==> config.mk <==
export PLATFORM = sky130hd
export DESIGN_NAME = light_pulse_sequence_interpreter
export DESIGN_NICKNAME = d
export VERILOG_FILES = /design/src/sv/lpsi_pkg.sv /design/src/sv/lpsi_parse.sv /design/src/sv/light_pulse_sequence_interpreter.sv
export VERILOG_INCLUDE_DIRS = /design/src /design/src/sv
export SDC_FILE = /design/constraint.sdc
export NUM_CORES = 2
export LEC_CHECK = 0
export BUFFER_PORTS_ARGS = -buffer_cell sky130_fd_sc_hd__buf_2
export CAP_MARGIN = 20
export CORE_ASPECT_RATIO = 1.75
export CORE_MARGIN = 5
export CORE_UTILIZATION = 55
export DETAILED_ROUTE_END_ITERATION = 10
export GPL_TIMING_DRIVEN = 0
export PLACE_DENSITY_LB_ADDON = 0.12
export SLEW_MARGIN = 30
export SYNTH_ARGS = -nofsm -noshare
export SYNTH_HDL_FRONTEND = slang
export SYNTH_SLANG_ARGS = --single-unit
==> constraint.sdc <==
create_clock -name i_clk -period 6.35 [get_ports i_clk]
set_clock_uncertainty 0.05 [all_clocks]
set_input_delay 0.3175 -clock i_clk [delete_from_list [all_inputs] [get_ports i_clk]]
set_output_delay 0.3175 -clock i_clk [all_outputs]
set_load 0.005 [all_outputs]
==> src/sv/light_pulse_sequence_interpreter_defines.svh <==
// ---------------------------------------------------------------------------
// light pulse sequence interpreter: assertion macros
// implication checks used by the interpreter modules; empty for synthesis
// ---------------------------------------------------------------------------
`ifndef LIGHT_PULSE_SEQUENCE_INTERPRETER_DEFINES_SVH
`define LIGHT_PULSE_SEQUENCE_INTERPRETER_DEFINES_SVH

`ifndef SYNTHESIS

// same-cycle implication
`define LPSI_ASSERT_IMPL(label, clk, rst_n, pre, post) \
    label: assert property (@(posedge clk) disable iff (!(rst_n)) (pre) |-> (post)) \
        else $error("lpsi: same-cycle check failed");

// next-cycle implication
`define LPSI_ASSERT_NEXT(label, clk, rst_n, pre, post) \
    label: assert property (@(posedge clk) disable iff (!(rst_n)) (pre) |=> (post)) \
        else $error("lpsi: next-cycle check failed");

`else

`define LPSI_ASSERT_IMPL(label, clk, rst_n, pre, post)
`define LPSI_ASSERT_NEXT(label, clk, rst_n, pre, post)

`endif

`endif

==> src/sv/lpsi_pkg.sv <==
// ---------------------------------------------------------------------------
// lpsi_pkg
// shared codes, constants and the job record of the sequence interpreter
// ---------------------------------------------------------------------------
`default_nettype none

package lpsi_pkg;

    // result command codes
    localparam logic [1:0] CMD_DETECT = 2'd0;
    localparam logic [1:0] CMD_LASER  = 2'd1;
    localparam logic [1:0] CMD_LEVEL  = 2'd2;
    localparam logic [1:0] CMD_WAIT   = 2'd3;

    // configuration register indexes
    localparam logic CFG_FULL_SCALE = 1'b0;
    localparam logic CFG_RESTING    = 1'b1;

    // script characters
    localparam logic [7:0] CH_NUL  = 8'h00;
    localparam logic [7:0] CH_BANG = 8'h21;
    localparam logic [7:0] CH_DOT  = 8'h2E;
    localparam logic [7:0] CH_ZERO = 8'h30;
    localparam logic [7:0] CH_NINE = 8'h39;
    localparam logic [7:0] CH_D    = 8'h44;
    localparam logic [7:0] CH_L    = 8'h4C;

    localparam int VALUE_W = 32;

    // level = floor((full_scale * thousandths + 50000) / 100000), max 255
    localparam logic [39:0] LVL_ROUND     = 40'd50000;
    localparam logic [39:0] LVL_SAT_LIMIT = 40'd25600000;
    localparam int          PROD_W        = 25;
    // floor(p / 100000) == (p * RECIP_M) >> RECIP_SHIFT for p < 2**25
    localparam int          RECIP_SHIFT   = 42;
    localparam logic [25:0] RECIP_M       = 26'd43980466;

    // weight of a decimal place after the dot
    function automatic logic [6:0] fraction_weight(input logic [1:0] fd);
        logic [6:0] w;
        unique case (fd)
            2'd0:    w = 7'd100;
            2'd1:    w = 7'd10;
            default: w = 7'd1;
        endcase
        return w;
    endfunction

    // results caused by one character
    typedef struct packed {
        logic               wait_en;   // wait of value first
        logic               tail_en;   // then a tail command
        logic [1:0]         tail_cmd;
        logic               tail_calc; // level computed from value
        logic [VALUE_W-1:0] value;
    } t_job;

endpackage

`default_nettype wire

==> src/sv/lpsi_parse.sv <==
// ---------------------------------------------------------------------------
// lpsi_parse
// number accumulator and character decode; gives the job of each character
// ---------------------------------------------------------------------------
`default_nettype none

`include "light_pulse_sequence_interpreter_defines.svh"

module lpsi_parse (
    input  wire logic           i_clk,
    input  wire logic           i_rst_n,
    input  wire logic           i_take,
    input  wire logic [7:0]     i_char_code,
    output lpsi_pkg::t_job      o_job,
    output logic                o_job_en
);
    import lpsi_pkg::*;

    logic               r_in_number, n_in_number;
    logic               r_dot_seen, n_dot_seen;
    logic               r_frozen, n_frozen;
    logic [1:0]         r_frac_digits, n_frac_digits;
    logic [VALUE_W-1:0] r_value, n_value;

    logic       is_digit;
    logic [7:0] digit_diff;
    logic [3:0] digit;
    logic [35:0] int_sum;
    logic [32:0] frac_sum;
    t_job       job;

    // digit decode and both accumulate paths
    assign is_digit   = (i_char_code >= CH_ZERO) && (i_char_code <= CH_NINE);
    assign digit_diff = i_char_code - CH_ZERO;
    assign digit      = digit_diff[3:0];
    assign int_sum    = ({4'b0, r_value} << 3) + ({4'b0, r_value} << 1)
                      + (36'(digit) * 36'd1000);
    assign frac_sum   = {1'b0, r_value}
                      + (33'(digit) * 33'(fraction_weight(r_frac_digits)));

    // next number state and job
    always_comb begin
        n_in_number   = r_in_number;
        n_dot_seen    = r_dot_seen;
        n_frozen      = r_frozen;
        n_frac_digits = r_frac_digits;
        n_value       = r_value;
        job           = '0;
        job.value     = r_value;
        if (is_digit) begin
            n_in_number = 1'b1;
            if (!r_frozen) begin
                if (!r_dot_seen) begin
                    n_value = (int_sum[35:32] != 4'd0) ? '1 : int_sum[31:0];
                end else if (r_frac_digits != 2'd3) begin
                    n_value       = frac_sum[32] ? '1 : frac_sum[31:0];
                    n_frac_digits = r_frac_digits + 2'd1;
                end
            end
        end else if (i_char_code == CH_DOT) begin
            if (r_in_number && r_dot_seen) begin
                n_frozen = 1'b1;
            end
            n_in_number = 1'b1;
            n_dot_seen  = 1'b1;
        end else begin
            // end of a number
            if (r_in_number) begin
                n_in_number   = 1'b0;
                n_dot_seen    = 1'b0;
                n_frozen      = 1'b0;
                n_frac_digits = 2'd0;
                n_value       = '0;
                if (i_char_code == CH_BANG) begin
                    job.tail_en   = 1'b1;
                    job.tail_cmd  = CMD_LEVEL;
                    job.tail_calc = 1'b1;
                end else begin
                    job.wait_en = 1'b1;
                end
            end
            // the character itself
            if (!(r_in_number && (i_char_code == CH_BANG))) begin
                priority if (i_char_code == CH_D) begin
                    job.tail_en  = 1'b1;
                    job.tail_cmd = CMD_DETECT;
                end else if (i_char_code == CH_L) begin
                    job.tail_en  = 1'b1;
                    job.tail_cmd = CMD_LASER;
                end else if (i_char_code == CH_NUL) begin
                    job.tail_en   = 1'b1;
                    job.tail_cmd  = CMD_LEVEL;
                    n_in_number   = 1'b0;
                    n_dot_seen    = 1'b0;
                    n_frozen      = 1'b0;
                    n_frac_digits = 2'd0;
                    n_value       = '0;
                end else begin
                    job.tail_en = 1'b0;
                end
            end
        end
    end

    assign o_job    = job;
    assign o_job_en = job.wait_en | job.tail_en;

    // number state
    always_ff @(posedge i_clk) begin
        if (!i_rst_n) begin
            r_in_number   <= 1'b0;
            r_dot_seen    <= 1'b0;
            r_frozen      <= 1'b0;
            r_frac_digits <= 2'd0;
            r_value       <= '0;
        end else if (i_take) begin
            r_in_number   <= n_in_number;
            r_dot_seen    <= n_dot_seen;
            r_frozen      <= n_frozen;
            r_frac_digits <= n_frac_digits;
            r_value       <= n_value;
        end
    end

    // a frozen number always came from a dotted run
    `LPSI_ASSERT_IMPL(a_frozen_dotted, i_clk, i_rst_n, r_frozen, r_dot_seen && r_in_number)
    // decimals are only counted after the dot
    `LPSI_ASSERT_IMPL(a_frac_after_dot, i_clk, i_rst_n, r_frac_digits != 2'd0, r_dot_seen)
    // a wait only comes from a pending number
    `LPSI_ASSERT_IMPL(a_wait_needs_number, i_clk, i_rst_n, job.wait_en, r_in_number)

endmodule

`default_nettype wire

==> src/sv/light_pulse_sequence_interpreter.sv <==
// ---------------------------------------------------------------------------
// light_pulse_sequence_interpreter
// turns script characters into trigger, level and wait commands
// ---------------------------------------------------------------------------
// usage:
//   input channel i_valid / o_stall carries one script character per item;
//   output channel o_valid / i_stall carries one command per item, with
//   o_last_of_run marking the final command caused by a character. config
//   writes (i_cfg_valid, o_cfg_ready always high) set full scale (index 0)
//   and resting level (index 1), by user rule only while idle (unchecked).
// timing:
//   a character is accepted every cycle while the pipe flows; a character
//   that gives commands passes stages 1 and 2 into stage 3, where its
//   first command is shown. digits and dots only update the number state;
//   an ignored character gives a wait only when it ends a number. one
//   command leaves per cycle while i_stall is low, so a character with two
//   commands (wait followed by trigger or level) holds the output register
//   until both have left; the level path costs one 8x32 multiply and one
//   25x26 reciprocal multiply, each in a stage of its own.
// reset: number state cleared, full scale 255, resting level 0, pipe empty.
// stall: i_stall holds the output command; the stages behind it fill and
//   then o_stall rises until the output register frees.
// ---------------------------------------------------------------------------
`default_nettype none

`include "light_pulse_sequence_interpreter_defines.svh"

module light_pulse_sequence_interpreter (
    input  wire logic        i_clk,
    input  wire logic        i_rst_n,
    // script characters
    input  wire logic        i_valid,
    output logic             o_stall,
    input  wire logic [7:0]  i_char_code,
    // commands
    output logic             o_valid,
    input  wire logic        i_stall,
    output logic [1:0]       o_command,
    output logic [31:0]      o_amount,
    output logic             o_last_of_run,
    // configuration writes
    input  wire logic        i_cfg_valid,
    output logic             o_cfg_ready,
    input  wire logic        i_cfg_index,
    input  wire logic [7:0]  i_cfg_data
);
    import lpsi_pkg::*;

    logic [7:0] r_full_scale;
    logic [7:0] r_resting;

    logic take;
    t_job job;
    logic job_en;

    // stage 1: job
    logic r1_valid;
    t_job r1_job;
    // stage 2: job and rounded product
    logic               r2_valid;
    t_job               r2_job;
    logic [PROD_W-1:0]  r2_prod;
    logic               r2_sat;
    // stage 3: output pair
    logic               r3_valid;
    logic               r3_two;
    logic               r3_idx;
    logic [1:0]         r3_cmd0, r3_cmd1;
    logic [VALUE_W-1:0] r3_amt0, r3_amt1;

    logic s2_load, s3_load, s3_done, out_take;
    logic [39:0] prod;
    logic [50:0] recip;
    logic [7:0]  level;
    logic [VALUE_W-1:0] tail_amt;

    // configuration registers
    assign o_cfg_ready = 1'b1;

    always_ff @(posedge i_clk) begin
        if (!i_rst_n) begin
            r_full_scale <= 8'd255;
            r_resting    <= 8'd0;
        end else if (i_cfg_valid) begin
            unique case (i_cfg_index)
                CFG_FULL_SCALE: r_full_scale <= i_cfg_data;
                CFG_RESTING:    r_resting    <= i_cfg_data;
                default:        r_resting    <= r_resting;
            endcase
        end
    end

    // character decode and number state
    assign take = i_valid && !o_stall;

    lpsi_parse u_parse (
        .i_clk       (i_clk),
        .i_rst_n     (i_rst_n),
        .i_take      (take),
        .i_char_code (i_char_code),
        .o_job       (job),
        .o_job_en    (job_en)
    );

    // stage flow
    assign out_take = r3_valid && !i_stall;
    assign s3_done  = out_take && o_last_of_run;
    assign s3_load  = r2_valid && (!r3_valid || s3_done);
    assign s2_load  = r1_valid && (!r2_valid || s3_load);
    assign o_stall  = r1_valid && !s2_load;

    always_ff @(posedge i_clk) begin
        if (!i_rst_n) begin
            r1_valid <= 1'b0;
            r2_valid <= 1'b0;
            r3_valid <= 1'b0;
            r3_idx   <= 1'b0;
        end else begin
            r1_valid <= (r1_valid && !s2_load) || (take && job_en);
            r2_valid <= (r2_valid && !s3_load) || s2_load;
            r3_valid <= (r3_valid && !s3_done) || s3_load;
            if (s3_load) begin
                r3_idx <= 1'b0;
            end else if (out_take && !o_last_of_run) begin
                r3_idx <= 1'b1;
            end
        end
    end

    // stage 1 payload
    always_ff @(posedge i_clk) begin
        if (take && job_en) begin
            r1_job <= job;
        end
    end

    // full scale times value, plus half of the divisor
    assign prod = (40'(r_full_scale) * 40'(r1_job.value)) + LVL_ROUND;

    always_ff @(posedge i_clk) begin
        if (s2_load) begin
            r2_job  <= r1_job;
            r2_prod <= prod[PROD_W-1:0];
            r2_sat  <= (prod >= LVL_SAT_LIMIT);
        end
    end

    // divide by 100000 through the reciprocal, saturate at 255
    assign recip = 51'(r2_prod) * 51'(RECIP_M);
    assign level = r2_sat ? 8'hFF : recip[RECIP_SHIFT +: 8];

    always_comb begin
        priority if (r2_job.tail_calc) begin
            tail_amt = 32'(level);
        end else if (r2_job.tail_cmd == CMD_LEVEL) begin
            tail_amt = 32'(r_resting);
        end else begin
            tail_amt = '0;
        end
    end

    // output pair register
    always_ff @(posedge i_clk) begin
        if (s3_load) begin
            r3_two  <= r2_job.wait_en && r2_job.tail_en;
            r3_cmd0 <= r2_job.wait_en ? CMD_WAIT : r2_job.tail_cmd;
            r3_amt0 <= r2_job.wait_en ? r2_job.value : tail_amt;
            r3_cmd1 <= r2_job.tail_cmd;
            r3_amt1 <= tail_amt;
        end
    end

    assign o_valid       = r3_valid;
    assign o_command     = r3_idx ? r3_cmd1 : r3_cmd0;
    assign o_amount      = r3_idx ? r3_amt1 : r3_amt0;
    assign o_last_of_run = !r3_two || r3_idx;

    // second slot is only reached for a pair
    `LPSI_ASSERT_IMPL(a_idx_pair, i_clk, i_rst_n, r3_valid && r3_idx, r3_two)
    // after the first of a pair leaves, the second is shown next
    `LPSI_ASSERT_NEXT(a_pair_follows, i_clk, i_rst_n, out_take && !o_last_of_run, o_valid && o_last_of_run && (r3_idx == 1'b1))
    // triggers carry no amount
    `LPSI_ASSERT_IMPL(a_trigger_zero, i_clk, i_rst_n, o_valid && ((o_command == CMD_DETECT) || (o_command == CMD_LASER)), o_amount == '0)

endmodule

`default_nettype wire

; Word-level counts from Yosys, hierarchy flattened
; Index checks and enable logic that the tools add are counted.
[totals]
inputBits = 22
latchBits = 0
rom_bits = 0
n_memories = 0
mem_bits_rw = 0
register_bits = 226
output_inout_bits = 38
wordCells = 154
[op_classes]
div = 0
magnitude_cmp = 3
mul = 4
muxes = 54
add_sub_neg = 6
bitwise_logic = 5
n_shift = 0
n_reduce_logical = 41
n_eq_ne = 13
[op_table]
columns = cell, n
row1 = $mux W32, 14
row2 = $mul A25 B25 Y49 const B, 1
row3 = $add A40 B16 Y40 const B, 1
row4 = $ge A40 B25 Y1 const B, 1
row5 = $mul A8 B32 Y40, 1
row6 = $add A35 B33 Y36, 1
row7 = $add A36 B14 Y36, 1
row8 = $add A32 B11 Y33, 1
row9 = $mux W2, 12
row10 = $mux W8, 3
row11 = $mux W1, 17
row12 = $eq A8 B6 Y1 const B, 2
row13 = $eq A8 B7 Y1 const B, 2
row14 = $mux W5, 3
row15 = $logic_and A1 B1 Y1, 14
row16 = $pmux W7 S2, 1
row17 = $mul A4 B7 Y11, 1
row18 = $mul A4 B7 Y11 const B, 1
row19 = $logic_not A1 Y1, 9
row20 = $mux W3, 3
row21 = $ge A8 B6 Y1 const B, 1
row22 = $le A8 B6 Y1 const B, 1
row23 = $logic_not A8 Y1, 1
row24 = $ne A2 B2 Y1 const B, 4
row25 = 18 further kinds, 30

; Logic depth before layout (Yosys ltp)
[depth]
word_depth = 13
depth_mapped = 27
depth_no_buf = 25

; Modules after synthesis
; From an unflattened synthesis, not the netlist that was laid out.
[hier_totals]
hier_cells = 3258
area_unflattened_um2 = 31828.0
[by_module_without_submodules]
columns = module, instances, cells_each, area_per_inst_um2
row1 = light_pulse_sequence_interpreter, 1, 2486, 25584.5
row2 = lpsi_parse, 1, 772, 6243.5

; Worst setup path after synthesis
; Ideal clock, no wire load.
[synth_timing]
path_kind = reg2reg
from = register r2_prod[7]
to = register r3_amt0[6] (data pin)
stages_incl_launch_ff = 23
setup_slack_ns = -0.336
path_buffers = 0
synth_period_minus_slack_ns = 6.686
t_arrival_ns = 6.376
path_cell_list = edfxtp_1 > ha_1 > fa_1 > fa_1 > inv_1 > fa_1 > inv_1 > fa_1 > fa_1 > inv_1 > fa_1 > inv_1 > ha_1 > nand4_1 > nor4_1 > nand4_1 > a311oi_1 > a311oi_1 > o31ai_1 > xor2_1 > o21ai_0 > nand2_1 > mux2_2
[synth_between]
elab_chain_len = 4
[synth_lines]
columns = element, line_no
row1 = start: declaration, light_pulse_sequence_interpreter.sv:62  ; logic [PROD_W-1:0] r2_prod;
row2 = start signal: assignment, light_pulse_sequence_interpreter.sv:143  ; r2_prod <= prod[PROD_W-1:0];
row3 = $mul A25 B25 Y49, light_pulse_sequence_interpreter.sv:149  ; assign recip = 51'(r2_prod) * 51'(RECIP_M);
row4 = $mux W8, light_pulse_sequence_interpreter.sv:150  ; assign level = r2_sat ? 8'hFF : recip[RECIP_SHIFT +: 8];
row5 = $mux W8, light_pulse_sequence_interpreter.sv:153  ; priority if (r2_job.tail_calc) begin
row6 = named net tail_amt[6], light_pulse_sequence_interpreter.sv:75  ; logic [VALUE_W-1:0] tail_amt;
row7 = $mux W32, light_pulse_sequence_interpreter.sv:167  ; r3_amt0 <= r2_job.wait_en ? r2_job.value : tail_amt;
row8 = end signal: assignment, light_pulse_sequence_interpreter.sv:167
row9 = end: declaration, light_pulse_sequence_interpreter.sv:69  ; logic [VALUE_W-1:0] r3_amt0, r3_amt1;
; The timed path passes the listed nets, and every way through them passes these cells.
; A chain may end at the register's enable or synchronous reset.

; Worst setup path after layout
[layout_timing]
from = register r2_prod[8]
to = register r3_amt0[5] (data pin)
; The elaborated chain is that of the path after synthesis.

==> impl_metrics.env <==
export IMPL_status="finished with violations"
export IMPL_violations="setup timing"
export IMPL_die_width_microns=192
export IMPL_setup_viol=16
export IMPL_io_pins=60
export IMPL_cap_violations=0
export IMPL_slew_violations=0
export IMPL_clkSinkCount=202
export IMPL_final_util_pct=63.2
export IMPL_whs_path_depth=3
export IMPL_switching_share_pct=51.4
export IMPL_h_tree_depth=1
export IMPL_die_height_microns=328
export IMPL_start_kind="flip-flop"
export IMPL_synth_most_common_cell="inv_1"
export IMPL_crit_type="reg -> reg"
export IMPL_rsz0062_at_grt="yes"
export IMPL_root_buffer="clkbuf_16"
export IMPL_start_util_pct=55.5
export IMPL_dr_first_iter_drc_count=1170
export IMPL_peakVddDrop_v=0.000831
export IMPL_seq_power_share_pct=8.4
export IMPL_power_density_nw_per_um2=505
export IMPL_period_minus_slack_ps=7200
export IMPL_ys_ff_latch=202
export IMPL_ys_async_sr_fraction_pct=0
export IMPL_synth_edf_count=145
export IMPL_synth_nets=4269
export IMPL_synth_cell_type_count=82
export IMPL_netlist_instances=3316
export IMPL_areaGrowthSynthToFinish_pct=13.8
export IMPL_combPwrFrac_pct=85.1
export IMPL_p_sw_w=0.00937
export IMPL_tightest_slew_ps=912
export IMPL_slew_headroom_pct=38.6
export IMPL_post_route_period_util_pct=113
export IMPL_clock_fmax_ghz=0.139
export IMPL_rows=116
export IMPL_clock_path_buffers=3
export IMPL_place_gp_congestion=0.981
export IMPL_post_drt_wl_per_cell_microns=22.4
export IMPL_drc=0
export IMPL_antenna_left=0
export IMPL_clk_pin_slew_ps=70
export IMPL_grt_pass1_wl_mm=150
export IMPL_multi_input_area_sq_um=24000
export IMPL_cp_required_ps=6570
export IMPL_holdWs_ps=10.2
export IMPL_syn_area_per_cell_sq_um=9.57
export IMPL_via_count=24300
export IMPL_synth_top_cell_area_share_pct=29.6
export IMPL_crit_fanout=3
export IMPL_hpwl_mm=79.3
export IMPL_p_int_w=0.00886
export IMPL_setup_ws_ps=-850
export IMPL_nets=4496
export IMPL_dpl_cell_area_sq_um=33200
export IMPL_antenna_found_initial=2
export IMPL_grt_overflow=0
export IMPL_nFillCells=4784
export IMPL_seqCellArea_sq_um=5500
export IMPL_synth_common_cells="inv_1 (756), fa_1 (469), ha_1 (462)"
export IMPL_grt_pass1_vias=27400
export IMPL_r2r_cells=24
export IMPL_fin_area_sq_um=36100
export IMPL_insertion_delay_ps=530
export IMPL_drive_gt1_share_pct=12.3
export IMPL_yosysWarningCount=0
export IMPL_cp_end_kind="flip-flop"
export IMPL_grt_max_degree=25
export IMPL_dpl_worst_slack_ps=-2030
export IMPL_synthesis_area_sq_um=31700
export IMPL_yosysTopAreaCell="fa_1"
export IMPL_synth_area_top_cells="fa_1 (30%), ha_1 (18%), edfxtp_1 (14%)"
export IMPL_io_buffers=58
export IMPL_die_area_sq_um=62800
export IMPL_hold_viol_final=0
export IMPL_firstDrtPassIters=5
export IMPL_viasPerCell=5.61
export IMPL_grt_use_total_pct=31.4
export IMPL_ys_seq_area_share_pct=17.3
export IMPL_wirelength_mm=96.7
export IMPL_totalPowerFinal_w=0.0182
export IMPL_cts_tree="built"
export IMPL_leakage_nw=17.6
export IMPL_design_core_area_sq_um=57200
export IMPL_crit_arrival_ps=7420
export IMPL_cts_made_buffers=19
export IMPL_hold_path_class="in -> reg"
export IMPL_p_clk_share_pct=6.4
export IMPL_synthFlopType="edfxtp_1"
==> cells by family after synthesis <==
group / count (synthesis) / share of synthesized area (%)
AOI/OAI and AO/OA: 462 / 9.37
and+or+nand+nor: 783 / 12.6
other: 1 / 0.0118
muxes: 19 / 0.654
xor gates and xnor gates: 83 / 2.29
DFF: 202 / 17.3
adders and majority gates: 931 / 47.8
buffers and inverters: 835 / 9.98
==> cells in the final DEF, fill, tap and decap left out, types with 53 or more instances in the layout <==
cell,instances
a21oi_1,123
and2_1,204
buf_2,65
buf_4,114
dfxtp_1,53
edfxtp_1,145
fa_1,453
ha_1,427
inv_1,741
nand2_1,269
nor2_1,74
o21ai_0,87
==> state kept, by name, indices dropped and copies added (netlist names) <==
register               cells
r1_job                    37
r2_job                    37
r3_amt0                   32
u_parse.r_value           32
r2_prod                   25
r3_amt1                    8
r_full_scale               8
r_resting                  8
r3_cmd0                    2
r3_cmd1                    2
u_parse.r_frac_digits      2
o_valid                    1
r1_valid                   1
r2_sat                     1
r2_valid                   1
r3_idx                     1
r3_two                     1
u_parse.r_dot_seen         1
u_parse.r_frozen           1
u_parse.r_in_number        1
==> final timing paths <==
path	to	slack, ps	startpoint
setup / recovery	r3_amt0[5]	-850	r2_prod[8]
hold reg to reg	r2_job[32]	370	r1_job[32]
hold / removal	r_full_scale[1]	10	i_cfg_data[1]
setup reg to reg	r3_amt0[5]	-850	r2_prod[8]
==> critical path, cell delays in order, from the launching register on <==
cell	delay, ps
edfxtp_1	510
buf_6	170
ha_4	180
fa_1	490
fa_1	580
inv_2	50
fa_2	610
inv_2	50
fa_1	450
fa_1	490
inv_1	50
fa_1	490
inv_2	50
ha_4	260
nand4_1	140
nor4_4	240
buf_4	190
nand4_1	120
buf_4	180
nor2_4	240
o211ai_1	440
nand4bb_1	310
and4_4	260
o31ai_4	70
mux2_4	280
==> what timing repair did <==
item                                   in CTS  in global routing
setup endpoints to repair                  49                 41
endpoints found under the hold margin       4                  0
pin swaps                                  62                 52
resized for setup                         133                110
hold buffers                                4                  0
setup buffers                             108                 33
==> metal layers <==
layer / part of all wire (%) / vias up / global-route usage (%)
met4: 13 / 0 / 30.0
met3: 3.1 / 415 / 2.81
met2: 55 / 738 / 60.3
met5: 0 / - / 0
met1: 30 / 12000 / 27.5
li1: - / 11100 / -
==> power by group through the flow <==
stage / clock [W] / combinational [W] / sequential [W]
3_5_place_dp: 0 / 0.0121 / 0.00161
6_report: 0.00117 / 0.0155 / 0.00154
3_3_place_gp: 0 / 0.0118 / 0.00161
5_1_grt: 0.00124 / 0.0173 / 0.00154
2_1_floorplan: 0 / 0.00882 / 0.00156
4_1_cts: 0.00119 / 0.0142 / 0.00153
==> layout make-up <==
class	count	area share, %
Buffer	77	1.13
Antenna cell	2	0.0139
Clock buffer	26	1.51
Sequential cell	202	15.2
Clock inverter	8	0.215
Timing Repair Buffer	208	5.09
Multi-Input combinational cell	2279	66.3
Inverter	756	7.87
Tap cell	767	2.66
==> per-stage QoR <==
stage | std cells | setup TNS [ps]
floorplan | 3316 | 0
global placement | 4141 | -211340
detailed placement | 4147 | -59170
CTS | 4293 | -7090
global route | 4324 | -10930
finish | 4325 | -8700
Power figures use the tool's default switching activity.
